--- src/kch_pkg.sv ---
`timescale 1ns / 1ps
// Shared types, constants and helpers for the k-mer count histogram core.
// No dependencies; imported by every other file in src but kch_table_ram.
package kch_pkg;

    localparam int MAX_WORD_LENGTH = 8;
    localparam int COUNT_BITS      = 32;
    localparam int INDEX_BITS      = 2 * MAX_WORD_LENGTH;
    localparam int WL_BITS         = 4;
    localparam int RUN_BITS        = $clog2(MAX_WORD_LENGTH + 1);
    localparam int WORD_LENGTH_RST = 4;

    typedef logic [COUNT_BITS-1:0] count_t;
    typedef logic [INDEX_BITS-1:0] index_t;

    localparam count_t COUNT_MAX = '1;

    typedef enum logic [1:0] {
        MODE_SYMBOL     = 2'd0,
        MODE_BREAK      = 2'd1,
        MODE_READ_COUNT = 2'd2,
        MODE_READ_TOTAL = 2'd3
    } mode_t;

    // operation carried into the read-modify-write stage
    typedef enum logic [1:0] {
        OP_NONE,
        OP_INC,
        OP_READ_CLEAR,
        OP_TOTAL
    } op_t;

    typedef struct packed {
        mode_t       mode;
        logic [1:0]  symbol;
        logic        symbol_invalid;
        logic [15:0] word_index;
    } kch_in_t;

    typedef struct packed {
        logic [31:0] value;
        logic        is_total;
    } kch_out_t;

    typedef struct packed {
        op_t    op;
        index_t addr;
        count_t total;
    } kch_ctrl_t;

    function automatic count_t sat_inc(input count_t v);
        return (v == COUNT_MAX) ? v : v + count_t'(1);
    endfunction

endpackage

--- src/kch_out_buf.sv ---
`timescale 1ns / 1ps
// Two-entry result buffer between the update stage and the m_ channel.
// Depends on kch_pkg.
module kch_out_buf (
    input  logic              aclk,
    input  logic              aresetn,
    input  logic              push,
    input  kch_pkg::kch_out_t push_word,
    output logic              m_valid,
    input  logic              m_ready,
    output kch_pkg::kch_out_t m_data,
    output logic [1:0]        count
);
    import kch_pkg::*;

    kch_out_t   slot_reg [0:1];
    logic       wr_ptr_reg, rd_ptr_reg;
    logic [1:0] count_reg;
    logic       pop;

    assign m_valid = (count_reg != 2'd0);
    assign m_data  = slot_reg[rd_ptr_reg];
    assign pop     = m_valid && m_ready;
    assign count   = count_reg;

    always_ff @(posedge aclk) begin
        if (push) begin
            slot_reg[wr_ptr_reg] <= push_word;
        end
    end

    always_ff @(posedge aclk) begin
        if (!aresetn) begin
            wr_ptr_reg <= 1'b0;
            rd_ptr_reg <= 1'b0;
            count_reg  <= 2'd0;
        end else begin
            if (push) begin
                wr_ptr_reg <= ~wr_ptr_reg;
            end
            if (pop) begin
                rd_ptr_reg <= ~rd_ptr_reg;
            end
            count_reg <= count_reg + {1'b0, push} - {1'b0, pop};
        end
    end

endmodule

--- config.mk ---
export PLATFORM = sky130hd
export DESIGN_NAME = kch_out_buf
export DESIGN_NICKNAME = d
export VERILOG_FILES = /design/src/kch_pkg.sv /design/src/kch_out_buf.sv
export SDC_FILE = /design/constraint.sdc
export NUM_CORES = 1
export LEC_CHECK = 0
export BUFFER_PORTS_ARGS = -buffer_cell sky130_fd_sc_hd__buf_2
export CAP_MARGIN = 20
export CORE_MARGIN = 2
export CORE_UTILIZATION = 40
export CTS_CLUSTER_SIZE = 40
export DETAILED_ROUTE_END_ITERATION = 10
export PLACE_DENSITY = 0.72
export RECOVER_POWER = 50
export SYNTH_ARGS = -nofsm -noshare
export SYNTH_HDL_FRONTEND = slang
export SYNTH_SLANG_ARGS = --single-unit
--- constraint.sdc ---
create_clock -name aclk -period 2.1 [get_ports aclk]
set_input_delay 0.315 -clock aclk [delete_from_list [all_inputs] [get_ports aclk]]
set_output_delay 0.315 -clock aclk [all_outputs]
set_load 0.02 [all_outputs]
==> run_results.csv <==
group,metric,value,unit
power,seq_power_share,43.4,%
synthesis,synth_top_cell_by_area,"edfxtp_1",
worst_setup_path,crit_fanout,33,
floorplan,dieWidth,87.30,um
synthesis,yosys.area.top_type_share,71.42,%
power,p_total,3.909,mW
sta,final.period_utilization,84.81,%
placement,routabilityCongestion,0.6145,
power,vdd_drop_max,0.0008028,V
synthesis,synth_commonest_cells,"edfxtp_1, mux2_4, dfxtp_1",
placement,dpl_cell_area,0.003221,mm2
power,cellInternalPower,2.903,mW
sta,setup_viol_count_final,0,
clock_tree,clkSinkCount,71,
clock_tree,cts_hold_buf,0,
floorplan,start_util,41.07,%
clock_tree,cts_setup_buffers,0,
power,switchingPower,1.006,mW
synthesis,syn_area,0.002775,mm2
clock_tree,cts_tree,"yes",
sta,rsz0062_at_grt,"no",
synthesis,syn_inst,125,
clock_tree,cts_root_buf,"clkbuf_8",
power,power_frac_comb,24.6,%
synthesis,yosysMostFrequentCell,"edfxtp_1",
clock_tree,h-tree-depth,3,
finish,fillers,587,
sta,worst_slew_pin_slew,1.116,ns
route,post_drt_wl_per_cell,14.56,um
finish,final_area,0.003428,mm2
finish,regArea,0.002083,mm2
sta,whs,0.1641,ns
route,ant_nets,0,
sta,finalSetupTns,0,ns
sta,relSlewSlack,25.45,%
route,drt-total-wl,4251,um
sta,fmaxAchievable,561.5,MHz
clock_tree,cts_buffers,9,
floorplan,die_area,0.007620,mm2
clock_tree,clkLatencyLatePin,0.33,ns
worst_setup_path,cp-end-kind,"primary output",
synthesis,ys_ff_latch,71,
synthesis,synthDistinctLibCells,16,
finish,area_delta_synth_final,23.53,%
sta,min_period,1.781,ns
synthesis,yosysSeqAreaShare,75.02,%
finish,layout-drive-gt1-share,50.94,%
synthesis,yosys_most_used_dff,"edfxtp_1",
grt,grt-ovfl-total,0,
sta,final_hold_viol_count,0,
run_status,outcome,"finished clean",
floorplan,ios,73,
finish,final_nets,246,
route,post-route-drc-count,0,
route,vias,1334,
finish,multiInputGateArea,614.3,um2
grt,antenna_found_initial,0,
finish,largest_reg_flops,66,
worst_setup_path,crit_type,"register to primary output",
sta,finalMaxSlewViolations,0,
floorplan,row_count,30,
clock_tree,cts_max_path_buffers,2,
finish,antenna_cells,0,
route,avgViaCountPerCell,4.568,
sta,finalClockSkew,0.006087,ns
floorplan,coreArea,0.006756,mm2
worst_setup_path,crit_arrival,1.47,ns
grt,track_usage,11.95,%
power,clock_power_share,32.0,%
placement,numPortBuffers,72,
power,leakagePower,1.339,nW
synthesis,yosys-top-cells-area,"edfxtp_1, mux2_4, dfxtp_1",
synthesis,postSynth.asyncResetShare,0,%
route,first_pass_iters,4,
synthesis,yosys_warnings,0,
power,power.density,1140,mW/mm2
grt,grt_pass1_wl,6541,um
placement,dpl.hpwl,2860,um
grt,grt_max_degree,34,
flow_run,drv_cap,0,
clock_tree,cts_resized,0,
grt,grt_pass1_vias,1357,
clock_tree,clk_pin_slew_worst_paths,0.07,ns
floorplan,die_height,87.30,um
synthesis,synth_edf_count,66,
synthesis,avgSynthCellArea,22.20,um2
worst_hold_path,hp-class,"input port to register",
worst_setup_path,critPathLaunchType,"register",
route,drtIter0Drc,58,
power,sw_frac_of_total,25.74,%
synthesis,synthesis.nets,164,
worst_setup_path,crit_required,1.78,ns
## power groups by stage
stage,Combinational [mW],Sequential (mW),Clock [mW]
CTS,0.991,1.70,1.29
floorplan,0.771,1.74,0
detailed placement,0.989,1.73,0
finish,0.963,1.70,1.25
global placement,0.977,1.72,0
global route,1.04,1.71,1.36
## worst max-delay path, stage by stage, from the launching register on
cell and delay [ns]:
dfxtp_2 0.34, buf_12 0.24, mux2_2 0.37, buf_2 0.16
## placed cells by master (no fill, tap or decap), types with 2 or more instances in the layout
cell	instances
edfxtp_1	66
buf_2	56
mux2_4	30
clkbuf_1	15
clkbuf_8	9
dfxtp_1	4
mux2_2	3
nor2b_1	3
bufinv_16	3
o21a_1	2
inv_1	2
and2_1	2
mux2i_1	2
ha_1	2
clkinv_1	2
buf_12	2
## through the flow
step,setup WS [ns],cells,utilization [%]
final,0.3191,292,50.74
after global routing,0.1852,292,50.74
after CTS,0.2986,292,51.15
after detailed placement,0.6679,276,47.67
after global placement,0.6832,276,47.67
after floorplan,0.4614,125,-
## path summary, 6_finish.rpt
check	startpoint	end	depth (start not counted)	slack, ns
max	register	m_data[1]	3	0.32
min	push_word[27]	slot_reg[0][27]	1	0.16
max reg2reg	wr_ptr_reg	slot_reg[0][15]	2	0.35
min reg2reg	rd_ptr_reg	register	2	0.49
## cells by family after synthesis
logic type / after synthesis / share of synthesized area, %
compound gates: 2 / 0.5409
mux: 35 / 18.17
fa+ha+maj: 2 / 0.9016
flops: 71 / 75.02
xor+xnor: 1 / 0.8115
buf+inv: 6 / 2.841
simple gates: 8 / 1.713
## area by class of cell
type	instances	area share [%]
Sequential cell	71	60.77
Multi-Input combinational cell	48	17.92
Clock buffer	9	3.613
Inverter	2	0.2190
Timing Repair Buffer	75	11.31
Clock inverter	7	3.248
Tap cell	80	2.920
## layer usage
metal	global-route usage, %	up-vias	share of wire, %
li1	-	645	-
met5	0	-	0
met1	13.41	637	40
met4	7.552	0	1.5
met3	3.981	7	6.0
met2	19.49	45	53
Note: power is estimated with default switching activity, not from simulation.
