[config.mk]
export PLATFORM = sky130hd
export DESIGN_NAME = kch_front
export DESIGN_NICKNAME = d
export VERILOG_FILES = /design/src/kch_pkg.sv /design/src/kch_front.sv
export SDC_FILE = /design/constraint.sdc
export NUM_CORES = 1
export LEC_CHECK = 0
export BUFFER_PORTS_ARGS = -buffer_cell sky130_fd_sc_hd__buf_4
export CAP_MARGIN = 20
export CORE_UTILIZATION = 45
export CTS_CLUSTER_SIZE = 24
export DETAILED_ROUTE_END_ITERATION = 10
export PLACE_DENSITY = 0.7
export SLEW_MARGIN = 40
export SYNTH_ARGS = -nofsm -noshare
export SYNTH_HDL_FRONTEND = slang
export SYNTH_SLANG_ARGS = --single-unit
[constraint.sdc]
create_clock -name aclk -period 2.75 [get_ports aclk]
set_input_delay 0.55 -clock aclk [delete_from_list [all_inputs] [get_ports aclk]]
set_output_delay 0.55 -clock aclk [all_outputs]
set_load 0.005 [all_outputs]
[src/kch_pkg.sv]
`timescale 1ns / 1ps
// Shared types, constants and helpers for the k-mer count histogram core.
// No dependencies; imported by every other file in src but kch_table_ram.
package kch_pkg;

    localparam int MAX_WORD_LENGTH = 8;
    localparam int COUNT_BITS      = 32;
    localparam int INDEX_BITS      = 2 * MAX_WORD_LENGTH;
    localparam int WL_BITS         = 4;
    localparam int RUN_BITS        = $clog2(MAX_WORD_LENGTH + 1);
    localparam int WORD_LENGTH_RST = 4;

    typedef logic [COUNT_BITS-1:0] count_t;
    typedef logic [INDEX_BITS-1:0] index_t;

    localparam count_t COUNT_MAX = '1;

    typedef enum logic [1:0] {
        MODE_SYMBOL     = 2'd0,
        MODE_BREAK      = 2'd1,
        MODE_READ_COUNT = 2'd2,
        MODE_READ_TOTAL = 2'd3
    } mode_t;

    // operation carried into the read-modify-write stage
    typedef enum logic [1:0] {
        OP_NONE,
        OP_INC,
        OP_READ_CLEAR,
        OP_TOTAL
    } op_t;

    typedef struct packed {
        mode_t       mode;
        logic [1:0]  symbol;
        logic        symbol_invalid;
        logic [15:0] word_index;
    } kch_in_t;

    typedef struct packed {
        logic [31:0] value;
        logic        is_total;
    } kch_out_t;

    typedef struct packed {
        op_t    op;
        index_t addr;
        count_t total;
    } kch_ctrl_t;

    function automatic count_t sat_inc(input count_t v);
        return (v == COUNT_MAX) ? v : v + count_t'(1);
    endfunction

endpackage

[src/kch_front.sv]
`timescale 1ns / 1ps
// Front stage: sliding symbol window, valid run length, running total and the
// table address for each accepted word. Depends on kch_pkg.
module kch_front (
    input  logic                       aclk,
    input  logic                       aresetn,
    input  logic                       accept,
    input  kch_pkg::kch_in_t           in_word,
    input  logic [kch_pkg::WL_BITS-1:0] word_length,
    output kch_pkg::kch_ctrl_t         ctrl
);
    import kch_pkg::*;

    index_t                window_reg, window_next;
    logic [RUN_BITS-1:0]   run_reg, run_next;
    count_t                total_reg, total_next;
    logic [WL_BITS-1:0]    k_eff;
    index_t                k_mask;
    index_t                shifted;

    always_comb begin
        if (word_length == '0) begin
            k_eff = WL_BITS'(1);
        end else if (word_length > WL_BITS'(MAX_WORD_LENGTH)) begin
            k_eff = WL_BITS'(MAX_WORD_LENGTH);
        end else begin
            k_eff = word_length;
        end
        for (int i = 0; i < MAX_WORD_LENGTH; i++) begin
            k_mask[2*i +: 2] = (WL_BITS'(i) < k_eff) ? 2'b11 : 2'b00;
        end
    end

    // newest symbol enters as the lowest base-4 digit
    assign shifted = INDEX_BITS'({window_reg, in_word.symbol});

    always_comb begin
        window_next = window_reg;
        run_next    = run_reg;
        total_next  = total_reg;
        ctrl.op     = OP_NONE;
        ctrl.addr   = shifted & k_mask;
        ctrl.total  = total_reg;
        case (in_word.mode)
            MODE_SYMBOL: begin
                if (in_word.symbol_invalid) begin
                    window_next = '0;
                    run_next    = '0;
                end else begin
                    window_next = shifted;
                    if (run_reg < RUN_BITS'(MAX_WORD_LENGTH)) begin
                        run_next = run_reg + RUN_BITS'(1);
                    end
                    if (WL_BITS'(run_next) >= k_eff) begin
                        ctrl.op    = OP_INC;
                        total_next = sat_inc(total_reg);
                    end
                end
            end
            MODE_BREAK: begin
                window_next = '0;
                run_next    = '0;
            end
            MODE_READ_COUNT: begin
                ctrl.op   = OP_READ_CLEAR;
                ctrl.addr = in_word.word_index[INDEX_BITS-1:0];
            end
            MODE_READ_TOTAL: begin
                ctrl.op    = OP_TOTAL;
                total_next = '0;
            end
            default: begin
                ctrl.op = OP_NONE;
            end
        endcase
    end

    always_ff @(posedge aclk) begin
        if (!aresetn) begin
            window_reg <= '0;
            run_reg    <= '0;
            total_reg  <= '0;
        end else if (accept) begin
            window_reg <= window_next;
            run_reg    <= run_next;
            total_reg  <= total_next;
        end
    end

endmodule

==> results.py <==
metrics = {
    "route": {
        "wl_um": 8930,
        "dr.pass1.iters": 4,
        "drc": 0,
        "ant_nets": 0,
        "initialDrtViolationCount": 200,
        "dr_total_vias": 3274,
        "wl_per_cell_um": 16.8,
        "vias_per_cell": 6.15,
    },
    "final_layout": {
        "final_nets": 488,
        "layout-drive-gt1-share": 0.268,
        "antennaDiodeCount": 0,
        "final_cell_area_um2": 3810,
        "final_core_util": 0.600,
        "area_growth_pct": 29.0,
        "largest_reg_flops": 32,
        "fillers": 595,
        "multiInputGateArea_um2": 1860,
        "ff_latch_area_um2": 1010,
    },
    "worst_setup_path": {
        "crit_path_end": "ctrl[48]",
        "crit_type": "reg -> out",
        "cp-end-kind": "output pin",
        "r2r-end": "total_reg[10]",
        "ff2ff_setup_slack_ps": 250,
        "worst-path-max-fanout": 4,
        "startpoint_type": "flop",
        "required_ps": 2200,
        "rr_startpoint": "run_reg[0]",
        "arrival_ps": 2080,
        "r2r_cells": 9,
        "crit_start": "run_reg[0]",
    },
    "power": {
        "power_density_nw_per_um2": 373,
        "p_leak_nw": 1.59,
        "ir_worst_vdd_v": 0.000229,
    },
    "synth": {
        "avgSynthCellArea_um2": 7.81,
        "yosysMostFrequentCell": "dfxtp_1",
        "synthTopCellsByArea": "dfxtp_1, o31ai_1, nand2_1, nor2_1, a22oi_1",
        "synth_edf_count": 0,
        "synth-main-ff-cell": "dfxtp_1",
        "yosys_warnings": 0,
        "syn-num-nets": 412,
        "synthesis.instances": 378,
        "syn_area_um2": 2950,
        "synth_top_area_frac": 0.339,
        "synth-async-reset-ratio": 0,
        "seq_area_frac_synth": 0.339,
        "synthTopCellsByCount": "dfxtp_1, nand2_1, nor2_1",
        "yosys.area.top_type": "dfxtp_1",
        "synth_cell_type_count": 54,
        "ys_ff_latch": 50,
    },
    "timing": {
        "slew_violations": 0,
        "post-route-min-period_ps": 2630,
        "hold_violations": 0,
        "rsz0062_at_grt": "false",
        "setup_tns_ps": 0,
        "fmax_mhz": 380,
        "finalCritPeriodShare": 0.958,
        "finalSetupViolCount": 0,
        "worstMarginPinSlew_ps": 702,
        "skew_ps": 9.01,
        "max-slew-margin-rel": 0.527,
    },
    "floorplanning": {
        "io_pins": 78,
        "fp.dieW_um": 83.0,
        "core_um2": 6350,
        "fp-row-count": 29,
        "start_util": 0.465,
        "dieArea_um2": 6890,
        "fp.dieH_um": 83.0,
    },
    "clock_tree": {
        "clk_latency_ps": 300,
        "path_clk_slew_ps": 90,
        "clockBufferDepth": 2,
        "cts_hold_buf": 0,
        "cts_inserted_buffers": 5,
        "tritoncts": "built",
        "clockRootBuffer": "clkbuf_8",
        "htree_levels": 2,
        "clock-sinks": 50,
    },
    "outcome": {
        "status": "completed",
    },
    "placement": {
        "gp_congestion": 0.849,
        "port_buffers": 77,
        "placed_cell_area_um2": 3640,
        "dp_hpwl_um": 6450,
    },
    "global_route": {
        "grt_pass1_vias": 3040,
        "grt_pass1_wl_um": 14600,
        "antenna_found_initial": 0,
        "met1_usage": 0.365,
        "grt-ovfl-total": 0,
        "use_met3": 0.0427,
        "grt.busiest_layer": "met2",
        "met2_usage": 0.392,
        "grt_start_max_net_pins": 23,
        "grt.total_usage": 0.255,
    },
    "job": {
        "maxCapViolations": 0,
    },
    "hold_path": {
        "hold_class": "in -> reg",
    },
}
-- worst max-delay path: stages, from the launching register on --
cell and delay (ps):
dfxtp_4 370, ha_4 230, mux2_4 290, ha_4 240
o211ai_1 250, o21ai_2 120, nand2_1 80, nand2_1 60
buf_4 140
-- kinds of logic after synthesis --
logic type,share of synthesized area
simple gates,0.289
compound gates,0.282
flops,0.339
buf+inv,0.0453
fa+ha+maj,0.0254
mux,0.0140
xor+xnor,0.00593
-- routing by layer --
layer	vias up	share of wire
li1	1575	-
met1	1568	0.47
met2	119	0.47
met3	12	0.052
met4	0	0.015
met5	-	0
-- per-stage QoR --
stage / std cells / hold WS (ps) / worst slack, ps / total power (W)
floorplan: 378 / 466 / 229 / 0.000829
global placement: 522 / 483 / 325 / 0.000902
detailed placement: 522 / 491 / 303 / 0.000906
CTS: 530 / 487 / 24.2 / 0.00143
global route: 532 / 499 / 8.89 / 0.00148
finish: 532 / 491 / 116 / 0.00142
-- how the worst min path moves through the flow --
stage	from	endpoint	slack, ps	cells past startpoint
6_report	in_word[18]	window_reg[1]	490	3
5_1_grt	in_word[18]	window_reg[1]	500	3
4_1_cts	in_word[18]	window_reg[1]	490	3
3_5_place_dp	total_reg[27]	total_reg[27]	490	1
3_3_place_gp	total_reg[31]	total_reg[31]	480	1
2_1_floorplan	total_reg[19]	total_reg[19]	470	1
-- placed cells by master, fill, tap and decap left out, types with 5 or more instances in the layout --
cell and count:
nand3_1 23, nand4_1 10, o21ai_0 18, clkbuf_8 5, nand2_1 44, and3_1 9, buf_4 97, a22oi_1 18
a31oi_1 14, a22o_1 6, dfxtp_1 48, nor2_1 38, and2_1 7, o31ai_1 24, nor3_1 7, a21oi_1 13
-- area by class of cell --
cell class | count | share of cell area
Inverter | 2 | 0.00197
Timing Repair Buffer | 97 | 0.191
Multi-Input combinational cell | 298 | 0.489
Tap cell | 77 | 0.0253
Clock inverter | 2 | 0.00985
Clock buffer | 6 | 0.0190
Sequential cell | 50 | 0.264
-- where the power goes --
| part | internal (W) | switching, W |
|---|---|---|
| clock network | 0.000272 | 0.000254 |
| registers | 0.000724 | 0.00000157 |
| logic | 0.0000782 | 0.0000933 |
| total | 0.00107 | 0.000348 |
-- repair_timing --
item                       CTS  global route
gates cloned                 0             0
resized for setup            1             8
pin swaps                    0             2
buffers inserted             0             2
setup endpoints to repair    1             1
hold endpoints to repair     0             0
No activity file was read; power rests on OpenSTA's default activity.
